**config.mk**
```make
export PLATFORM = sky130hd
export DESIGN_NAME = ps2_mouse_packet_tracker_flat
export DESIGN_NICKNAME = d
export VERILOG_FILES = /design/src/design/ps2mt_pkg.sv /design/src/design/ps2mt_if.sv /design/src/design/ps2mt_axis.sv /design/src/design/ps2_mouse_packet_tracker.sv /design/src/flat_wrapper.sv
export SDC_FILE = /design/constraint.sdc
export NUM_CORES = 1
export LEC_CHECK = 0
export ABC_AREA = 1
export BUFFER_PORTS_ARGS = -buffer_cell sky130_fd_sc_hd__clkbuf_2
export CORE_AREA = 2 2 117 119
export DETAILED_ROUTE_END_ITERATION = 10
export DIE_AREA = 0 0 119 121
export PLACE_DENSITY = 0.77
export SYNTH_ARGS = -nofsm -noshare
export SYNTH_HDL_FRONTEND = slang
export SYNTH_HIERARCHICAL = 1
export SYNTH_SLANG_ARGS = --single-unit
export TNS_END_PERCENT = 100
```
**constraint.sdc**
```tcl
create_clock -name clk -period 7.9 [get_ports clk]
set_clock_uncertainty 0.2 [all_clocks]
set_input_delay 0.395 -clock clk [delete_from_list [all_inputs] [get_ports clk]]
set_output_delay 0.395 -clock clk [all_outputs]
set_load 0.005 [all_outputs]
```
**src/design/ps2mt_pkg.sv**
```systemverilog
// Package of the PS/2 mouse packet tracker: widths, bit masks, register
// indexes, the packet slot type and the control struct of one axis. No dependencies.
package ps2mt_pkg;

	localparam int SIZE_BITS      = 12;
	localparam int COORD_BITS_DEF = 12;
	localparam int REG_IDX_BITS   = 1;
	localparam int DELTA_BITS     = 9;
	localparam int STEP_BITS      = 10;

	localparam logic [SIZE_BITS-1:0] WIDTH_RST  = SIZE_BITS'(640);
	localparam logic [SIZE_BITS-1:0] HEIGHT_RST = SIZE_BITS'(480);

	localparam logic [7:0] SYNC_BIT  = 8'h08;
	localparam logic [7:0] XSIGN_BIT = 8'h10;
	localparam logic [7:0] YSIGN_BIT = 8'h20;
	localparam logic [7:0] BTN_MASK  = 8'h07;

	localparam logic [REG_IDX_BITS-1:0] REG_SCREEN_WIDTH  = 1'd0;
	localparam logic [REG_IDX_BITS-1:0] REG_SCREEN_HEIGHT = 1'd1;

	typedef enum logic [1:0] {
		SLOT_HEADER,
		SLOT_XDELTA,
		SLOT_YDELTA
	} slot_t;

	typedef struct packed {
		logic cfg_we;
		logic step_en;
	} axis_ctrl_t;

endpackage

```
**src/design/ps2mt_if.sv**
```systemverilog
// Handshake channels of the packet tracker: received bytes in, cursor reports out.
// Depends on nothing; the report width follows COORD_BITS.
interface ps2mt_byte_if;
	logic       valid;
	logic       ready;
	logic [7:0] rx_byte;

	modport source (output valid, output rx_byte, input ready);
	modport sink   (input valid, input rx_byte, output ready);
endinterface

interface ps2mt_pos_if #(parameter int COORD_BITS = 12);
	logic                  valid;
	logic                  ready;
	logic [COORD_BITS-1:0] cursor_x;
	logic [COORD_BITS-1:0] cursor_y;
	logic [2:0]            button_bits;

	modport source (output valid, output cursor_x, output cursor_y, output button_bits,
		input ready);
	modport sink   (input valid, input cursor_x, input cursor_y, input button_bits,
		output ready);
endinterface

```
**src/design/ps2mt_axis.sv**
```systemverilog
// One cursor axis: the size register, the position register and the clamped
// update. Depends on ps2mt_pkg.
module ps2mt_axis #(
	parameter int COORD_BITS = ps2mt_pkg::COORD_BITS_DEF,
	parameter logic [ps2mt_pkg::SIZE_BITS-1:0] RST_SIZE = ps2mt_pkg::WIDTH_RST
) (
	input  logic                                  clk,
	input  logic                                  arst_n,
	input  ps2mt_pkg::axis_ctrl_t                 ctrl,
	input  logic [ps2mt_pkg::SIZE_BITS-1:0]       cfg_data,
	input  logic signed [ps2mt_pkg::STEP_BITS-1:0] step,
	output logic [COORD_BITS-1:0]                 pos_next
);
	import ps2mt_pkg::*;

	localparam int LW = (COORD_BITS > SIZE_BITS) ? COORD_BITS : SIZE_BITS;
	localparam logic [COORD_BITS-1:0] COORD_MAX = '1;
	localparam logic [LW-1:0] COORD_MAX_L = LW'(COORD_MAX);
	localparam logic [LW-1:0] RST_HALF = LW'(RST_SIZE / 2);
	localparam logic [COORD_BITS-1:0] RST_POS =
		(RST_HALF > COORD_MAX_L) ? COORD_MAX : COORD_BITS'(RST_HALF);

	logic [SIZE_BITS-1:0]         size_q;
	logic [COORD_BITS-1:0]        pos_q;
	logic [LW-1:0]                lim_raw;
	logic [LW-1:0]                centre_raw;
	logic [COORD_BITS-1:0]        hi_lim;
	logic [COORD_BITS-1:0]        centre;
	logic signed [COORD_BITS+1:0] sum;

	always_comb begin
		lim_raw    = LW'(size_q) - LW'(1);
		centre_raw = LW'(cfg_data >> 1);
		if (size_q == '0 || lim_raw > COORD_MAX_L) begin
			hi_lim = COORD_MAX;
		end else begin
			hi_lim = COORD_BITS'(lim_raw);
		end
		if (centre_raw > COORD_MAX_L) begin
			centre = COORD_MAX;
		end else begin
			centre = COORD_BITS'(centre_raw);
		end
	end

	// The sum is two bits wider than the position, so a step of either sign
	// cannot wrap before it is clamped.
	always_comb begin
		sum = $signed({2'b00, pos_q}) + (COORD_BITS+2)'(step);
		if (sum[COORD_BITS+1]) begin
			pos_next = '0;
		end else if (sum[COORD_BITS:0] > {1'b0, hi_lim}) begin
			pos_next = hi_lim;
		end else begin
			pos_next = sum[COORD_BITS-1:0];
		end
	end

	always_ff @(posedge clk or negedge arst_n) begin
		if (!arst_n) begin
			size_q <= RST_SIZE;
			pos_q  <= RST_POS;
		end else if (ctrl.cfg_we) begin
			size_q <= cfg_data;
			pos_q  <= centre;
		end else if (ctrl.step_en) begin
			pos_q  <= pos_next;
		end
	end

endmodule

```
**src/design/ps2_mouse_packet_tracker.sv**
```systemverilog
// Top level of the PS/2 mouse packet tracker: byte input register, packet
// slot sequencer, two axis units and the report register. Depends on
// ps2mt_pkg, ps2mt_if and ps2mt_axis.
//
//   Channel   Direction   Carries                              Accepted when
//   rx        in          rx_byte                              rx.valid && rx.ready
//   cursor    out         cursor_x, cursor_y, button_bits      cursor.valid && cursor.ready
//   cfg       in          cfg_index, cfg_data (write only)     cfg_we
//
// One byte is taken every cycle unless a pending report stalls. A byte is first held in the
// input register and is decoded from there, so the report register is loaded from the input
// register when the request carrying the Y delta moves on out of it.
// Reset clears the input and report valid flags, returns the sequencer to
// waiting for a header and loads the sizes 640 by 480 with the cursor at
// their center. No clearing pass is needed.
// A report that is not taken holds the report register; the byte behind it
// waits in the input register, and only then does rx.ready drop.
module ps2_mouse_packet_tracker #(
	parameter int COORD_BITS = ps2mt_pkg::COORD_BITS_DEF
) (
	input  logic                                clk,
	input  logic                                arst_n,
	ps2mt_byte_if.sink                          rx,
	ps2mt_pos_if.source                         cursor,
	input  logic                                cfg_we,
	input  logic [ps2mt_pkg::REG_IDX_BITS-1:0]  cfg_index,
	input  logic [ps2mt_pkg::SIZE_BITS-1:0]     cfg_data
);
	import ps2mt_pkg::*;

	// Input register.
	logic       valid_s1;
	logic [7:0] byte_s1;

	// Packet sequencer state and the bytes kept from earlier in the packet.
	slot_t      slot_q;
	slot_t      slot_next;
	logic [7:0] header_q;
	logic [7:0] xbyte_q;

	// Report register.
	logic                  res_valid_q;
	logic [COORD_BITS-1:0] res_x_q;
	logic [COORD_BITS-1:0] res_y_q;
	logic [2:0]            res_btn_q;

	logic advance;
	logic take_header;
	logic take_x;
	logic emit;

	logic signed [DELTA_BITS-1:0] dx;
	logic signed [DELTA_BITS-1:0] dy;
	logic signed [STEP_BITS-1:0]  step_x;
	logic signed [STEP_BITS-1:0]  step_y;

	axis_ctrl_t            ctrl_x;
	axis_ctrl_t            ctrl_y;
	logic [COORD_BITS-1:0] x_next;
	logic [COORD_BITS-1:0] y_next;

	// The held byte moves on whenever the report register is free or being
	// emptied in this cycle; a new byte can then enter behind it.
	assign advance  = valid_s1 && (!res_valid_q || cursor.ready);
	assign rx.ready = !valid_s1 || advance;

	always_ff @(posedge clk or negedge arst_n) begin
		if (!arst_n) begin
			valid_s1 <= 1'b0;
		end else if (rx.ready) begin
			valid_s1 <= rx.valid;
		end
	end

	always_ff @(posedge clk) begin
		if (rx.valid && rx.ready) begin
			byte_s1 <= rx.rx_byte;
		end
	end

	// Next slot. While waiting for a header, bytes without the sync bit are dropped.
	always_comb begin
		slot_next = slot_q;
		case (slot_q)
			SLOT_HEADER: begin
				if (advance && ((byte_s1 & SYNC_BIT) != '0)) begin
					slot_next = SLOT_XDELTA;
				end
			end
			SLOT_XDELTA: begin
				if (advance) begin
					slot_next = SLOT_YDELTA;
				end
			end
			SLOT_YDELTA: begin
				if (advance) begin
					slot_next = SLOT_HEADER;
				end
			end
			default: begin
				slot_next = SLOT_HEADER;
			end
		endcase
	end

	// Sequencer outputs.
	always_comb begin
		take_header = 1'b0;
		take_x      = 1'b0;
		emit        = 1'b0;
		case (slot_q)
			SLOT_HEADER: take_header = advance && ((byte_s1 & SYNC_BIT) != '0);
			SLOT_XDELTA: take_x      = advance;
			SLOT_YDELTA: emit        = advance;
			default: begin
				take_header = 1'b0;
			end
		endcase
	end

	always_ff @(posedge clk or negedge arst_n) begin
		if (!arst_n) begin
			slot_q <= SLOT_HEADER;
		end else begin
			slot_q <= slot_next;
		end
	end

	always_ff @(posedge clk) begin
		if (take_header) begin
			header_q <= byte_s1;
		end
		if (take_x) begin
			xbyte_q <= byte_s1;
		end
	end

	// The deltas are nine-bit two's complement with their sign bits in the
	// header. Y counts upward on the mouse and downward on the screen, so it
	// is negated; the ten-bit step holds the negation of the most negative delta.
	assign dx     = $signed({(header_q & XSIGN_BIT) != '0, xbyte_q});
	assign dy     = $signed({(header_q & YSIGN_BIT) != '0, byte_s1});
	assign step_x = STEP_BITS'(dx);
	assign step_y = -(STEP_BITS'(dy));

	// A size write recenters its axis; user must keep no byte in flight (not enforced).
	always_comb begin
		ctrl_x.cfg_we  = cfg_we && (cfg_index == REG_SCREEN_WIDTH);
		ctrl_x.step_en = emit;
		ctrl_y.cfg_we  = cfg_we && (cfg_index == REG_SCREEN_HEIGHT);
		ctrl_y.step_en = emit;
	end

	ps2mt_axis #(
		.COORD_BITS (COORD_BITS),
		.RST_SIZE   (WIDTH_RST)
	) u_axis_x (
		.clk      (clk),
		.arst_n   (arst_n),
		.ctrl     (ctrl_x),
		.cfg_data (cfg_data),
		.step     (step_x),
		.pos_next (x_next)
	);

	ps2mt_axis #(
		.COORD_BITS (COORD_BITS),
		.RST_SIZE   (HEIGHT_RST)
	) u_axis_y (
		.clk      (clk),
		.arst_n   (arst_n),
		.ctrl     (ctrl_y),
		.cfg_data (cfg_data),
		.step     (step_y),
		.pos_next (y_next)
	);

	// Report register: filled by the last byte of a packet, cleared when taken.
	always_ff @(posedge clk or negedge arst_n) begin
		if (!arst_n) begin
			res_valid_q <= 1'b0;
		end else if (emit) begin
			res_valid_q <= 1'b1;
		end else if (cursor.ready) begin
			res_valid_q <= 1'b0;
		end
	end

	always_ff @(posedge clk) begin
		if (emit) begin
			res_x_q   <= x_next;
			res_y_q   <= y_next;
			res_btn_q <= 3'(header_q & BTN_MASK);
		end
	end

	assign cursor.valid       = res_valid_q;
	assign cursor.cursor_x    = res_x_q;
	assign cursor.cursor_y    = res_y_q;
	assign cursor.button_bits = res_btn_q;

endmodule

```
**src/flat_wrapper.sv**
```systemverilog
// flat-port wrapper written by rule: the top's interface ports become plain ports
module ps2_mouse_packet_tracker_flat import ps2mt_pkg::*;
#(
	parameter int COORD_BITS = ps2mt_pkg::COORD_BITS_DEF
)
  (clk, arst_n, cfg_we, cfg_index, cfg_data, rx_valid, rx_rx_byte, rx_ready, cursor_valid, cursor_cursor_x, cursor_cursor_y, cursor_button_bits, cursor_ready);
  ps2mt_byte_if rx_i ();
  ps2mt_pos_if #(.COORD_BITS(COORD_BITS)) cursor_i ();
  input  logic clk;
  input  logic arst_n;
  input  logic cfg_we;
  input  logic [ps2mt_pkg::REG_IDX_BITS-1:0] cfg_index;
  input  logic [ps2mt_pkg::SIZE_BITS-1:0] cfg_data;
  input wire logic [$bits(rx_i.valid)-1:0] rx_valid;
  input wire logic [$bits(rx_i.rx_byte)-1:0] rx_rx_byte;
  output wire logic [$bits(rx_i.ready)-1:0] rx_ready;
  output wire logic [$bits(cursor_i.valid)-1:0] cursor_valid;
  output wire logic [$bits(cursor_i.cursor_x)-1:0] cursor_cursor_x;
  output wire logic [$bits(cursor_i.cursor_y)-1:0] cursor_cursor_y;
  output wire logic [$bits(cursor_i.button_bits)-1:0] cursor_button_bits;
  input wire logic [$bits(cursor_i.ready)-1:0] cursor_ready;
  assign rx_i.valid = rx_valid;
  assign rx_i.rx_byte = rx_rx_byte;
  assign rx_ready = rx_i.ready;
  assign cursor_valid = cursor_i.valid;
  assign cursor_cursor_x = cursor_i.cursor_x;
  assign cursor_cursor_y = cursor_i.cursor_y;
  assign cursor_button_bits = cursor_i.button_bits;
  assign cursor_i.ready = cursor_ready;
  ps2_mouse_packet_tracker #(.COORD_BITS(COORD_BITS)) u_core (.clk(clk), .arst_n(arst_n), .rx(rx_i), .cursor(cursor_i), .cfg_we(cfg_we), .cfg_index(cfg_index), .cfg_data(cfg_data));
endmodule
```
==> results of run 1 <==
==> placed cells by master, fill, tap and decap left out, types with 3 or more instances in the layout <==
cell type  Yosys  routed
nand2_1      167     167
inv_1        111     111
clkbuf_2       0      54
nor2_1        55      54
ha_1          53      53
edfxtp_1      48      48
dfrtp_1       40      40
nand3_1       37      37
o21ai_0       36      36
nand4_1       29      29
xor2_1        26      26
and3_1        25      25
a21oi_1       24      24
a21boi_0      22      22
nand3_2       16      16
nand2_4       16      16
dfstp_2       12      12
inv_2         10      10
clkbuf_16      0       9
nor2_2         8       9
o21ai_1        9       9
nand2_2        8       8
nor3_1         8       8
buf_4          1       6
nor2_4         5       5
clkbuf_1       8       4
o21a_1         4       4
xnor2_1        3       3
a21oi_4        3       3
a21oi_2        3       3
nor3b_2        3       3
nor3_2         3       3
==> report_power, final <==
| group | switching (mW) | internal (mW) | total (mW) |
|---|---|---|---|
| logic | 1.36 | 0.721 | 2.08 |
| clock network | 0.193 | 0.215 | 0.408 |
| registers | 0.0901 | 0.730 | 0.820 |
| total | 1.64 | 1.67 | 3.31 |
==> cell usage after synthesis, drive strengths merged (22+ instances only) <==
cell      n
edfxtp   48
nand3    53
nand4    29
o21ai    47
inv     121
and3     26
nand2   191
a21boi   22
dfrtp    40
ha       53
nor2     68
xor2     28
a21oi    30
==> per-stage QoR <==
step / hold WS [ns] / setup slack (ns)
after floorplan: -0.101 / 3.88
after global placement: 0.231 / 3.56
after detailed placement: 0.240 / 3.44
after CTS: 0.00479 / 3.43
after global routing: 0.00552 / 3.04
final: -0.0325 / 3.39
==> sequential cells by signal, summed over array words and instances (netlist names) <==
signal	count
u_core/cursor.cursor_y	12
u_core/cursor.valid	1
u_core/xbyte_q	8
u_core/u_axis_x/pos_q	12
u_core/u_axis_y/pos_q	12
u_core/byte_s1	8
u_core/cursor.cursor_x	12
u_core/u_axis_y/size_q	12
u_core/slot_q	2
u_core/u_axis_x/size_q	12
u_core/cursor.button_bits	3
u_core/header_q	5
u_core/valid_s1	1
==> final timing paths <==
path	to	slack [ns]	start
max	u_core/cursor.cursor_y[2]	3.39	u_core/byte_s1[0]
min	u_core/cursor.valid	-0.03	arst_n
max reg2reg	u_core/cursor.cursor_y[2]	3.39	u_core/byte_s1[0]
min reg2reg	u_core/cursor.button_bits[0]	0.24	u_core/header_q[0]
max in group asynchronous	u_core/u_axis_x/pos_q[9]	7.03	arst_n
min in group clk	u_core/byte_s1[4]	0.02	rx_rx_byte[4]
==> cell type report <==
class | count | share of cell area
well taps | 176 | 0.0285
clock buffers | 13 | 0.0311
clock inverters | 3 | 0.00324
flip-flops and latches | 100 | 0.357
repair buffers | 60 | 0.0408
inverters | 121 | 0.0588
multi-input cells | 582 | 0.481
==> critical path: stages (launching register included) <==
cell and delay, ns:
edfxtp_1 0.45, inv_1 0.14, ha_1 0.24, nand2_2 0.10
xor2_1 0.16, ha_1 0.36, a21oi_1 0.22, o21ai_1 0.11
nor2_1 0.23, o21ai_0 0.16, xor2_1 0.26, inv_1 0.07
ha_1 0.32, nand2_1 0.07, nor3_1 0.15, nand2_1 0.07
nand2_1 0.08, nand2_1 0.05, nand2_1 0.05, nand2_1 0.04
nand2_1 0.09, nand2_4 0.16, nand2_4 0.19, nand2_2 0.08
and3_1 0.18
==> cell families after synthesis <==
logic type,count (synthesis),synth area share
and+or+nand+nor,386,0.284
buffers and inverters,141,0.0882
AOI/OAI and AO/OA,110,0.0960
DFF,100,0.389
adders and majority gates,55,0.0991
xor gates and xnor gates,31,0.0436
==> metal layers <==
layer | vias to the layer above | track usage | routed length, um
li1 | 2840 | - | -
met1 | 2659 | 0.327 | 7480
met2 | 190 | 0.395 | 7600
met3 | 31 | 0.0616 | 1280
met4 | 0 | 0.0856 | 384
met5 | - | 0 | 0
==> run metrics, run 1 <==
status=complete, but fails checks; failing checks=hold timing; final setup TNS=0 ns; Overflow after GRT=0; Synth Register Bits=100; final WL=between 15 and 20 mm; gr usage total=0.247; clk_lat worst skew=0.35 ns; Gate Count Post-Synth=823; largest net degree at the start of global routing=53; Max-slew headroom=0.368; DR WL/cell=15.9 um; VDD IR max=between 0.0002 and 0.0003 V; CP Data Arrival Time=4.41 ns; Final min period=4.51 ns; Slew @ Worst Pin=0.945 ns; worst hold slack=-0.0325 ns; Placeable Area=13100 um^2; global-route wire length before repair=27.6 mm; register area=~2800 um^2; clock slew at reported path FFs=approximately 0.06 ns; Peak Freq=approximately 220 MHz; ys async rst share=0.520; Max FO, Critical Path=13; nature of the critical path endpoint=flip-flop; Initial Util=0.542; dpl cell area=7460 um^2; Final period util=0.572; share of Yosys cell area claimed by the top area cell type=0.203; fin. max-slew vios=0; Detailed Place HPWL=12.7 mm; std cell rows=42; Setup Viol. Count Final=0; multi-input combinational cell area=about 3700 um^2; Final Core Density=0.590; fin area=roughly 7700 um^2; Final Hold Fails=18; Avg Cell Area, Syn=8.62 um^2; die area=14400 um^2; Root Driver=clkbuf_16; Power Total=3.31 mW; crit path launch type=flip-flop; Ports=55; RSZ-0062 raised after global routing=false; # fillers=1169; Hold Path Class=primary input to asynchronous set/reset pin; R2R depth=24; Netlist cell types=44; placed cells=roughly 1000; CTS tree=built; Num CTS Buffers=9; Max-cap violations=0; Post-synth EDFFs=48; cell area power density=428 nW/um^2; layout cells sized above 1=0.191; sequential share of the synthesized area=0.389; post-synth design cell area=7090 um^2; CP Class=flip-flop to flip-flop; P_leak=3.72 nW; DRC viols=0; syn_nets=904; Clock Path Buffers=2; initial antenna violation count=1; Starting DRT DRC Count=377; Warnings, synthesis=6; Main synth FF type=edfxtp_1; H-tree depth=3; Final Net Count=955; setup bufs post-CTS=0; via count=5720; Final ANT Viol Nets=0; Port Buffer Count=54; Yosys top cell by area=edfxtp_1; Syn-to-layout area delta=8.91%; antenna cells=0; largest cells by area after synthesis=edfxtp_1 (20%), dfrtp_1 (14%), ha_1 (9.3%); Vias/cell=5.42; Pre-antenna DRT Iters=5; vias in the first global route=around 5600; CTS resizes=0; placer's final routability congestion estimate=1.00; Sink Count=100; Die Wd=119 um; Crit path required time=7.79 ns; die height=121 um; final std cells w/o fill=1055; CTS Hold Bufs=0
Power figures use the tool's default switching activity.
==> run 2: changes to the inputs <==
==> constraint.sdc (replaced) <==
create_clock -name clk -period 4.36 [get_ports clk]
set_clock_uncertainty 0.2 [all_clocks]
set_input_delay 0.218 -clock clk [delete_from_list [all_inputs] [get_ports clk]]
set_output_delay 0.218 -clock clk [all_outputs]
set_load 0.005 [all_outputs]
==> run metrics, run 2 (synthesis gave the netlist of run 1 again) <==
die area=14400 um^2; nature of the critical path endpoint=flip-flop; Pre-antenna DRT Iters=8; Max-cap violations=0; Final Core Density=0.628; Peak Freq=237 MHz; status=complete, no violations; Final Net Count=around 1000; vias in the first global route=5647; clock slew at reported path FFs=0.07 ns; Sink Count=100; Final min period=between 4 and 5 ns; met2 WL=approximately 8.2 mm; Vias/cell=5.42; Initial Util=0.542; global-route wire length before repair=~28 mm; CTS tree=built; VDD IR max=0.000605 V; Overflow after GRT=0; Setup Viol. Count Final=0; Syn-to-layout area delta=15.8%; initial antenna violation count=0; clk_lat worst skew=approximately 0.36 ns; final WL=~17 mm; die height=121 um; Port Buffer Count=54; Ports=55; CP Class=flip-flop to flip-flop; crit path launch type=flip-flop; Num CTS Buffers=9; Placeable Area=13100 um^2; DR WL/cell=~16 um; top layer in use=met4; Max FO, Critical Path=12; fin area=8220 um^2; largest net degree at the start of global routing=53; via count=roughly 6000; leading cell type in the layout, fill and taps excluded=nand2_1; Power Total=6.52 mW; placed cells=1041; P_leak=3.93 nW; fin. max-slew vios=0; Detailed Place HPWL=13.1 mm; final std cells w/o fill=between 1000 and 1500; gr usage total=0.251; commonest cells after routing, fill and taps aside=nand2_1 (164), inv_1 (109), clkbuf_2 (54), nor2_1 (53), ha_1 (51); Starting DRT DRC Count=473; Final period util=0.969; std cell rows=42; Die Wd=roughly 120 um; H-tree depth=3; Clock Path Buffers=2; Final Hold Fails=0; Final ANT Viol Nets=0; Max-slew headroom=0.379; Slew @ Worst Pin=just over 0.9 ns; cell area power density=794 nW/um^2; worst reg-to-reg setup slack=0.14 ns; CP Data Arrival Time=4.13 ns; Root Driver=clkbuf_16; Post-Route M1 WL=around 7.8 mm; Hold Path Class=primary input to flip-flop; worst hold slack=0.00359 ns; placer's final routability congestion estimate=0.933; layout cells sized above 1=0.222; DRC viols=0; dpl cell area=7470 um^2; antenna cells=0; DR WL met3=between 1 and 1.5 mm; Crit path required time=between 4 and 5 ns
run 2: cell count changes in the layout (fill, tap and decap cells not counted), moves of 3 or more:
cell / previous run / this run
inv_6: 0 / 3
clkbuf_1: 4 / 0
xor2_1: 26 / 23
xor2_2: 0 / 3
nand2_2: 8 / 11
dlygate4sd3_1: 0 / 23
buf_4: 6 / 19
nand2_1: 167 / 164
run 2: final cells by class:
type / count / area [um^2]
fill: 1121 / 4870
multi-input combinational: 583 / 3820
sequential: 100 / 2760
timing repair buffer: 96 / 643
inverter: 121 / 454
clock buffer: 9 / 225
tap: 176 / 220
clock inverter: 7 / 96.3
run 2: timing repair:
action / in CTS / in global routing
gates resized for setup: 1 / 21
gates cloned: 0 / 1
setup endpoints to repair: 3 / 25
buffers inserted: 0 / 11
hold endpoints to repair: 68 / 0
pin swaps: 0 / 4
hold buffers: 23 / 0
run 2: power breakdown:
part | internal (mW) | switching [mW] | total [mW]
clock network | 0.507 | 0.372 | 0.880
registers | 1.32 | 0.170 | 1.49
logic | 1.53 | 2.62 | 4.15
total | 3.36 | 3.17 | 6.52
run 2: worst max-delay path, cell delays in order (launching register included):
cell      delay (ns)
edfxtp_1        0.44
inv_2           0.11
ha_2            0.21
nand2_2         0.08
xor2_1          0.16
ha_1            0.38
nand2_1         0.16
o21ai_2         0.20
nor2_2          0.07
o21ai_1         0.16
xor2_1          0.24
inv_1           0.07
ha_1            0.31
nand2_1         0.10
nor3_2          0.13
nand2_1         0.09
nand2_1         0.07
nand2_1         0.05
nand2_1         0.05
nand2_1         0.06
nand2_2         0.12
nand2_4         0.11
nand2_8         0.12
nand2_1         0.09
and3_2          0.19
run 2: metal layers:
layer | global-route usage | vias to the layer above
met3 | 0.0465 | 33
met1 | 0.339 | 2777
met5 | 0 | -
met4 | 0.0841 | 0
met2 | 0.409 | 194
li1 | - | 2914
run 2: final timing paths:
check,start,end,depth (start not counted)
setup reg to reg,u_core/byte_s1[0],u_core/cursor.cursor_y[0],24
setup / recovery,u_core/byte_s1[0],u_core/cursor.cursor_y[0],24
hold reg to reg,u_core/header_q[2],u_core/cursor.button_bits[2],0
max in group asynchronous,arst_n,u_core/u_axis_x/pos_q[7],3
hold / removal,cursor_ready,u_core/cursor.valid,4
min in group asynchronous,arst_n,u_core/slot_q[0],3
run 2: per-stage QoR:
stage	TNS, ns	setup WS (ns)
global route	-0.0224	-0.0124
global placement	0	0.0660
finish	0	0.137
floorplan	0	0.340
CTS	0	0.00197
detailed placement	0	0.00144
==> run 3: changes to the inputs <==
--- a/config.mk
+++ b/config.mk
@@ -7,12 +7,12 @@
 export LEC_CHECK = 0
 export ABC_AREA = 1
 export BUFFER_PORTS_ARGS = -buffer_cell sky130_fd_sc_hd__clkbuf_2
-export CORE_AREA = 2 2 117 119
+export CORE_AREA = 5 5 117 119
 export DETAILED_ROUTE_END_ITERATION = 10
-export DIE_AREA = 0 0 119 121
-export PLACE_DENSITY = 0.77
+export DIE_AREA = 0 0 122 124
+export GPL_TIMING_DRIVEN = 0
+export PLACE_DENSITY = 0.78
 export SYNTH_ARGS = -nofsm -noshare
 export SYNTH_HDL_FRONTEND = slang
-export SYNTH_HIERARCHICAL = 1
 export SYNTH_SLANG_ARGS = --single-unit
 export TNS_END_PERCENT = 100
==> run metrics, run 3 <==
Sink Count=100; Max-slew headroom=0.429; fin. max-slew vios=0; final setup TNS=0 ns; Slew @ Worst Pin=0.854 ns; placer's final routability congestion estimate=0.958; Starting DRT DRC Count=approximately 490; commonest cells after routing, fill and taps aside=nand2_1 (235), inv_1 (149), nor2_1 (57), ha_1 (54), clkbuf_2 (53); Synth Register Bits=100; Placeable Area=roughly 12000 um^2; die area=15100 um^2; cell area power density=648 nW/um^2; initial antenna violation count=0; antenna cells=0; clock slew at reported path FFs=0.07 ns; vias in the first global route=5621; Final Net Count=1036; Power Total=5.08 mW; Num CTS Buffers=9; Yosys top cell by area=edfxtp_1; Initial Util=0.543; share of Yosys cell area claimed by the top area cell type=0.213; CP Class=flip-flop to flip-flop; Final Hold Fails=0; Hold Path Class=primary input to flip-flop; largest cells by area after synthesis=edfxtp_1 (21%), dfrtp_1 (15%), nand2_1 (13%); Ports=55; slowest stage delay, CP=between 0.4 and 0.5 ns; Clock Path Buffers=2; std cell rows=41; clk_lat worst skew=0.36 ns; Final min period=4.04 ns; Crit path required time=approximately 4.3 ns; Pre-antenna DRT Iters=5; Avg Cell Area, Syn=7.82 um^2; Final period util=0.927; global-route wire length before repair=between 20 and 30 mm; crit path launch type=flip-flop; Setup Viol. Count Final=0; post-place setup slack=~0.34 ns; syn_nets=948; Warnings, synthesis=0; Max-cap violations=0; fin area=~7800 um^2; P_leak=4.07 nW; Syn-to-layout area delta=15.8%; Post-synth EDFFs=48; final WL=17.4 mm; dpl cell area=7290 um^2; Post-synth top cells=nand2_1 (235), inv_1 (149), nor2_1 (57); Detailed Place HPWL=13.1 mm; DR WL/cell=15.4 um; Gate Count Post-Synth=a little under 900; H-tree depth=3; gr usage total=0.244; cell with the most instances after synthesis=nand2_1; CP Data Arrival Time=3.96 ns; layout cells sized above 1=0.129; Netlist cell types=42; DRC viols=0; worst setup margin=0.319 ns; most used cell, CP=nand2_1; setup bufs post-CTS=0; RSZ-0062 raised after global routing=false; Port Buffer Count=54; via count=6021; largest net degree at the start of global routing=53; Vias/cell=approximately 5.3; Overflow after GRT=0; ys async rst share=0.520; sequential share of the synthesized area=0.407; post-synth design cell area=6770 um^2; status=complete, no violations; Main synth FF type=edfxtp_1; Max FO, Critical Path=10; Peak Freq=247 MHz; nature of the critical path endpoint=flip-flop; # fillers=1098; VDD IR max=0.000496 V; leading cell type in the layout, fill and taps excluded=nand2_1; Root Driver=clkbuf_16; Final ANT Viol Nets=0; slowest library cell on the worst path=edfxtp_1; Die Wd=122 um; die height=124 um; CTS tree=built
[run 3: cell types whose count changed after synthesis, sizes merged, moves of 3 or more]
cell	previous run	this run
nor3b	3	0
inv	121	151
nand3	53	50
a21o	0	4
and3	26	13
xor2	28	20
nand2	191	239
a21boi	22	0
clkbuf	10	7
nor2	68	64
a21oi	30	38
o21ai	47	52
[run 3: worst paths after layout]
kind	cells past startpoint	endpoint	slack [ns]	startpoint
min	3	u_core.u_axis_x.size_q[11]	0.02	cfg_data[11]
max reg2reg	26	u_core.cursor.cursor_y[2]	0.32	u_core.byte_s1[0]
max in group asynchronous	2	u_core.u_axis_x.pos_q[7]	3.14	arst_n
max	26	u_core.cursor.cursor_y[2]	0.32	u_core.byte_s1[0]
min reg2reg	0	u_core.cursor.button_bits[0]	0.23	u_core.header_q[0]
min in group asynchronous	2	u_core.slot_q[1]	0.29	arst_n
[run 3: final cells by class]
cell class | instances | area (um^2) | area share
buffer | 19 | 131 | 0.0168
multi-input combinational | 596 | 3330 | 0.424
clock inverter | 7 | 97.6 | 0.0124
sequential | 100 | 2760 | 0.352
timing repair buffer | 77 | 520 | 0.0664
inverter | 151 | 567 | 0.0723
tap | 172 | 215 | 0.0274
clock buffer | 9 | 225 | 0.0287
[run 3: report_power, final]
part           internal (mW)  switching, mW
combinational           1.03           1.79
sequential              1.26          0.127
clock                  0.506          0.374
[run 3: cells by family (layout without fill, tap and decap cells)]
logic type / count (synthesis) / in the layout / share of synthesized area
compound gates: 104 / 104 / 0.0865
flops: 100 / 100 / 0.407
simple gates: 414 / 414 / 0.266
xor+xnor: 22 / 22 / 0.0323
fa+ha+maj: 56 / 56 / 0.106
buf+inv: 170 / 263 / 0.102
[run 3: timing repair]
item / CTS / global route
hold endpoints to repair: 67 / 0
hold buffers: 22 / 0
resized for setup: 0 / 3
setup endpoints to repair: 0 / 10
[run 3: metal layers]
metal	global-route usage	wire length, um	share of wire
met3	0.0472	1210	0.070
met1	0.333	7730	0.45
met5	0	0	0
met2	0.394	8000	0.46
met4	0.0784	419	0.024
[run 3: critical path: cells and delay by family, from the launching register on]
family	cells	cell delay, ns
adders and majority gates	3	0.97
buffers and inverters	5	0.41
AOI/OAI and AO/OA	3	0.48
and+or+nand+nor	15	1.33
DFF	1	0.43
[run 3: per-stage QoR]
stage | hold slack [ns] | cells | util
finish | 0.0154 | 1131 | 0.629
global placement | 0.197 | 1092 | 0.582
global route | 0.0475 | 1131 | 0.629
detailed placement | 0.176 | 1093 | 0.585
floorplan | -0.278 | 866 | -
CTS | 0.00306 | 1131 | 0.628
